<file path="config.mk">
export PLATFORM = sky130hd
export DESIGN_NAME = grb_ctrl
export DESIGN_NICKNAME = d
export VERILOG_FILES = /design/src/rtl/grb_pkg.sv /design/src/rtl/grb_ctrl.sv
export SDC_FILE = /design/constraint.sdc
export NUM_CORES = 1
export LEC_CHECK = 0
export ABC_AREA = 1
export BUFFER_PORTS_ARGS = -buffer_cell sky130_fd_sc_hd__buf_2
export CORE_AREA = 2 2 39 41
export DETAILED_ROUTE_END_ITERATION = 16
export DIE_AREA = 0 0 41 43
export GPL_ROUTABILITY_DRIVEN = 0
export HOLD_SLACK_MARGIN = 0.15
export PLACE_DENSITY_LB_ADDON = 0.3
export SYNTH_ARGS = -nofsm -noshare
export SYNTH_HDL_FRONTEND = slang
export SYNTH_SLANG_ARGS = --single-unit
</file>
<file path="constraint.sdc">
create_clock -name aclk -period 2.72 [get_ports aclk]
set_input_delay 0.136 -clock aclk [delete_from_list [all_inputs] [get_ports aclk]]
set_output_delay 0.136 -clock aclk [all_outputs]
set_load 0.05 [all_outputs]
</file>
<file path="src/rtl/grb_pkg.sv">
package grb_pkg;

    // Defaults for the top-level parameters
    localparam int DEF_MAX_GLYPH_HEIGHT = 32;
    localparam int DEF_GLYPH_COUNT      = 256;

    // Field widths
    localparam int CODE_W     = 8;
    localparam int LROW_W     = 5;
    localparam int ROWBITS_W  = 8;
    localparam int POS_W      = 16;
    localparam int COLOUR_W   = 32;
    localparam int SPAN_Y_W   = 17;
    localparam int MASK_W     = 8;
    localparam int GHEIGHT_W  = 6;
    localparam int GWIDTH_W   = 4;
    localparam int CFG_IDX_W  = 2;
    localparam int CFG_DATA_W = 16;

    // Hard ceiling on rows per draw, from the row counter width
    localparam int ROW_LIMIT = 32;

    // Configuration register indexes
    localparam logic [CFG_IDX_W-1:0] CFG_GLYPH_HEIGHT  = 2'd0;
    localparam logic [CFG_IDX_W-1:0] CFG_GLYPH_WIDTH   = 2'd1;
    localparam logic [CFG_IDX_W-1:0] CFG_SCREEN_WIDTH  = 2'd2;
    localparam logic [CFG_IDX_W-1:0] CFG_SCREEN_HEIGHT = 2'd3;

    // Reset values of the configuration registers
    localparam logic [GHEIGHT_W-1:0] RST_GLYPH_HEIGHT  = 6'd16;
    localparam logic [GWIDTH_W-1:0]  RST_GLYPH_WIDTH   = 4'd8;
    localparam logic [POS_W-1:0]     RST_SCREEN_WIDTH  = 16'd640;
    localparam logic [POS_W-1:0]     RST_SCREEN_HEIGHT = 16'd480;

    // Request kinds carried in tuser
    localparam logic FUNC_LOAD = 1'b0;
    localparam logic FUNC_DRAW = 1'b1;

    typedef struct packed {
        logic load_we;
        logic draw_start;
        logic rd_issue;
    } grb_cmd_t;

    typedef struct packed {
        logic rows_zero;
        logic s1_free;
        logic s1_valid;
        logic row_is_last;
    } grb_status_t;

    // Keep the n leftmost bits of a row byte, n from 0 to 8 and above
    function automatic logic [MASK_W-1:0] left_mask(input logic [GWIDTH_W-1:0] n);
        logic [MASK_W-1:0] m;
        if (n >= GWIDTH_W'(MASK_W)) begin
            m = '1;
        end else begin
            m = ~({MASK_W{1'b1}} >> n[2:0]);
        end
        return m;
    endfunction

endpackage

</file>
<file path="src/rtl/grb_ctrl.sv">
module grb_ctrl (
    input  logic                  aclk,
    input  logic                  aresetn,
    input  logic                  s_tvalid,
    input  logic                  func,
    output logic                  s_tready,
    input  grb_pkg::grb_status_t  status,
    output grb_pkg::grb_cmd_t     cmd
);

    typedef enum logic [2:0] {
        ST_IDLE  = 3'b001,
        ST_READ  = 3'b010,
        ST_DRAIN = 3'b100
    } state_t;

    state_t state_reg;
    state_t state_next;
    logic   accept;

    assign s_tready = (state_reg == ST_IDLE);
    assign accept   = s_tvalid && s_tready;

    always_comb begin
        state_next     = state_reg;
        cmd.load_we    = 1'b0;
        cmd.draw_start = 1'b0;
        cmd.rd_issue   = 1'b0;
        unique case (state_reg)
            ST_IDLE: begin
                if (accept) begin
                    if (func == grb_pkg::FUNC_LOAD) begin
                        cmd.load_we = 1'b1;
                    end else begin
                        cmd.draw_start = 1'b1;
                        // zero-height draw gives nothing, stay put
                        if (!status.rows_zero) begin
                            state_next = ST_READ;
                        end
                    end
                end
            end
            ST_READ: begin
                cmd.rd_issue = status.s1_free;
                if (status.s1_free && status.row_is_last) begin
                    state_next = ST_DRAIN;
                end
            end
            ST_DRAIN: begin
                // wait until the last row has left the read stage
                if (!status.s1_valid) begin
                    state_next = ST_IDLE;
                end
            end
            default: begin
                state_next = ST_IDLE;
            end
        endcase
    end

    always_ff @(posedge aclk) begin
        if (!aresetn) begin
            state_reg <= ST_IDLE;
        end else begin
            state_reg <= state_next;
        end
    end

endmodule

</file>
# Word level (Yosys, flattened, before mapping)

Cells that the tools add are included.

Register bits after elaboration: 3
Bits of input ports: 8

Equal/unequal tests: 8
Mux-type cells: 11
Reductions and logical operators: 3

Operator list:

| kind                                                  | number |
|---|---|
| 2-to-1 mux 3 bit                                      | 5 |
| case mux 3 bit (3 select lines)                       | 1 |
| inequality test 2 bit, second input constant          | 4 |
| AND reduction 5 bit                                   | 1 |
| 2-to-1 mux 2 bit                                      | 2 |
| equality test 3 x 1 -> 1 bit, second input constant   | 1 |
| equality test 3 x 2 -> 1 bit, second input constant   | 1 |
| equality test 3 bit, second input constant            | 1 |
| 2-to-1 mux 1 bit                                      | 3 |
| logical AND 1 bit                                     | 2 |
| inequality test 2 x 1 -> 1 bit, second input constant | 1 |

# Depth between registers and ports, before layout

Depth in word-level cells: 4
Depth in mapped cells: 8

# Worst setup path before layout

No wires, ideal clock.

Path kind: reg-to-output
From: register state_reg[2]
To: output port cmd[1] (netlist bit)
Data arrival time: 1.711 ns
Data required time: 2.584 ns
Setup slack: 0.873 ns
Stages on the path, launching flop included: 4
Cell sequence: dfxtp_1 -> inv_1 -> nand3_1 -> nor3b_1

RTL lines:

| item                     | RTL line       | text |
|---|---|---|
| start: declaration       | grb_ctrl.sv:17 | `state_t state_reg;` |
| start signal: assignment | grb_ctrl.sv:65 | `state_reg <= state_next;` |
| end: declaration         | grb_ctrl.sv:8  | `output grb_pkg::grb_cmd_t cmd` |

==> results.cfg <==
[yosys]
syn_area_um2 = 224
ys_seq_area_share_pct = 26.8
synthFlopType = dfxtp_1
netlist_top_cells_area = dfxtp_1 (27%), nand2_1 (10%), nand3_1 (8.9%)
synth_top_cell_area_share_pct = 26.8
synth-seq-cells = 3
syn-num-nets = 43
synth_edf_count = 0
synth_cells = 35
ys_types = 16
synthArstFlopShare_pct = 0
yosysWarnings = 0
avgSynthCellArea_um2 = 6.40
synth_top_area_cell = dfxtp_1

[cts]
clock_path_buffers = 2
worstSkewPairLatency_ns = 0.25
htreeDepth = 1
cts_sinks = 3
cts_made_buffers = 3
clkSlewWorstSetupHoldPaths_ns = 0.04
cts_tree = built
clockRootBuffer = clkbuf_4

[die]
core_um2 = 1380
io_pins = 12
start_util_pct = 16.2
die-area_um2 = 1760
rows = 14
die_w_um = 41
die-height_um = 43

[finish]
layout-drive-gt1-share_pct = 37.3
finalNetCount = 60
final_cell_mix = buf_2 (11), nand2_1 (6), inv_1 (5), nor2_1 (5), nand3_1 (4)
syn_to_final_growth_pct = 49.7
fillers = 165
antenna_cells = 0
largest_reg_flops = 3
final_common_cell = buf_2
fin_area_um2 = 335
finalCoreUtilization_pct = 24.2

[grt]
grt_pass1_vias = 201
groute.usage.overall_pct = 6.82
grt_pass1_wl_um = 731
grt_max_degree = 6
antenna_found_initial = 0
grt_overflow = 0

[detailed_routing]
drt-pass1-iter-count = 1
avgRoutedWirePerCell_um = 7.60
route.vias.total = 264
antenna_left = 0
drtIter0Drc = 0
drt_wl_total_um = 509
vias_per_cell = 3.94
route.detailed.drc = 0

[worst_setup_path]
reg2reg_slack_ns = 1.75
reg2reg_depth = 7
critPathCapture = cmd[1]
cpMaxStageDelayCell = dfxtp_1
cp_max_fo = 4
r2r-end = state_reg[1]$_SDFFE_PN0P_
cp.arrival_ns = 1.29
max_stage_delay_ns = 0.34
worstPathCellList = inv_1 > nand3_1 > nor3b_1 > buf_2
end_kind = output port
worstPathRequired_ns = 2.58
rr_startpoint = state_reg[0]$_SDFFE_PN1P_
crit_start = state_reg[2]$_SDFFE_PN0P_
start_kind = flop
worstSetupPathType = flop to output port

[pwr]
p_leak_nw = 0.184
powerDensity_nw_per_um2 = 1220
vdd_drop_max_v = 0.000281

[status]
status = completed

[timing]
fin_ws_ns = 1.29
setup-tns-final_ns = 0
finalCriticalPeriod_ns = 1.43
setup_violations = 0
finalHoldViolations = 0
fmax_mhz = 699
fin_crit_sh_pct = 52.6
maxSlewHeadroom_pct = 83.3
clock_skew_ns = 0.00783
finalMaxSlewViolations = 0
rsz0062_at_grt = no
worst_pin_slew_ns = 0.252

[place]
hpwl_um = 424
port_buffers = 11
postPlaceCellArea_um2 = 299
place_ws_ns = 1.54

[flow_run]
cap_violations = 0

[worst_hold_path]
hold_class = primary input to flop
==> stage by stage <==
step	total power [W]	hold slack [ns]	std cells
final	0.000408	0.313	67
after global routing	0.000440	0.346	67
after CTS	0.000414	0.315	67
after detailed placement	0.000328	0.379	62
after global placement	0.000327	0.382	62
after floorplan	0.000281	0.257	35
==> area by class of cell <==
| class | instances | area (um2) | share of cell area [%] |
|---|---|---|---|
| inverters | 6 | 22.5 | 6.72 |
| clock buffers | 4 | 26.3 | 7.84 |
| repair buffers | 12 | 65.1 | 19.4 |
| well taps | 16 | 20.0 | 5.97 |
| flip-flops and latches | 3 | 60.1 | 17.9 |
| multi-input cells | 26 | 141 | 42.2 |
==> power by group <==
part,switching (W),internal [W]
combinational,0.000170,0.0000736
clock,0.0000276,0.0000553
sequential,0.0000186,0.0000627
==> cell usage after synthesis, types with 2 or more instances <==
cell     number
nand3_1       4
nor2_1        5
a21oi_1       2
dfxtp_1       3
nand2_1       6
inv_1         5
==> metal layers <==
layer	vias to the layer above	global-route usage, %	part of all wire (%)
met3	2	1.57	8.4
met4	0	10.0	3.7
met5	-	0	0
met2	9	9.38	48
li1	145	-	-
met1	108	6.41	39
==> kinds of logic (layout without fill, tap and decap cells) <==
family,count (synthesis),in the layout,share of synthesized area [%]
buffers and inverters,6,22,10.1
AOI/OAI and AO/OA,3,3,6.70
DFF,3,3,26.8
and+or+nand+nor,23,23,56.4
==> worst min path at each step <==
stage,from,to,slack [ns],cells past startpoint
after global routing,status[3],state_reg[0]$_SDFFE_PN1P_,0.35,4
after CTS,status[3],state_reg[0]$_SDFFE_PN1P_,0.31,4
after detailed placement,aresetn,state_reg[2]$_SDFFE_PN0P_,0.38,3
after floorplan,aresetn,state_reg[2]$_SDFFE_PN0P_,0.26,2
final,status[3],state_reg[0]$_SDFFE_PN1P_,0.31,4
after global placement,aresetn,state_reg[2]$_SDFFE_PN0P_,0.38,3
==> timing repair <==
item	CTS	global route
hold buffers	1	0
resized for setup	0	0
endpoints found under the setup margin	0	0
endpoints found under the hold margin	1	0
buffers inserted	0	0
==> critical path: cells and delay by family (launching register included) <==
family                 cells  cell delay, ns
AND/OR/NAND/NOR            2            0.32
buffers and inverters      2            0.39
flip-flops                 1            0.34
Power figures use the tool's default switching activity.
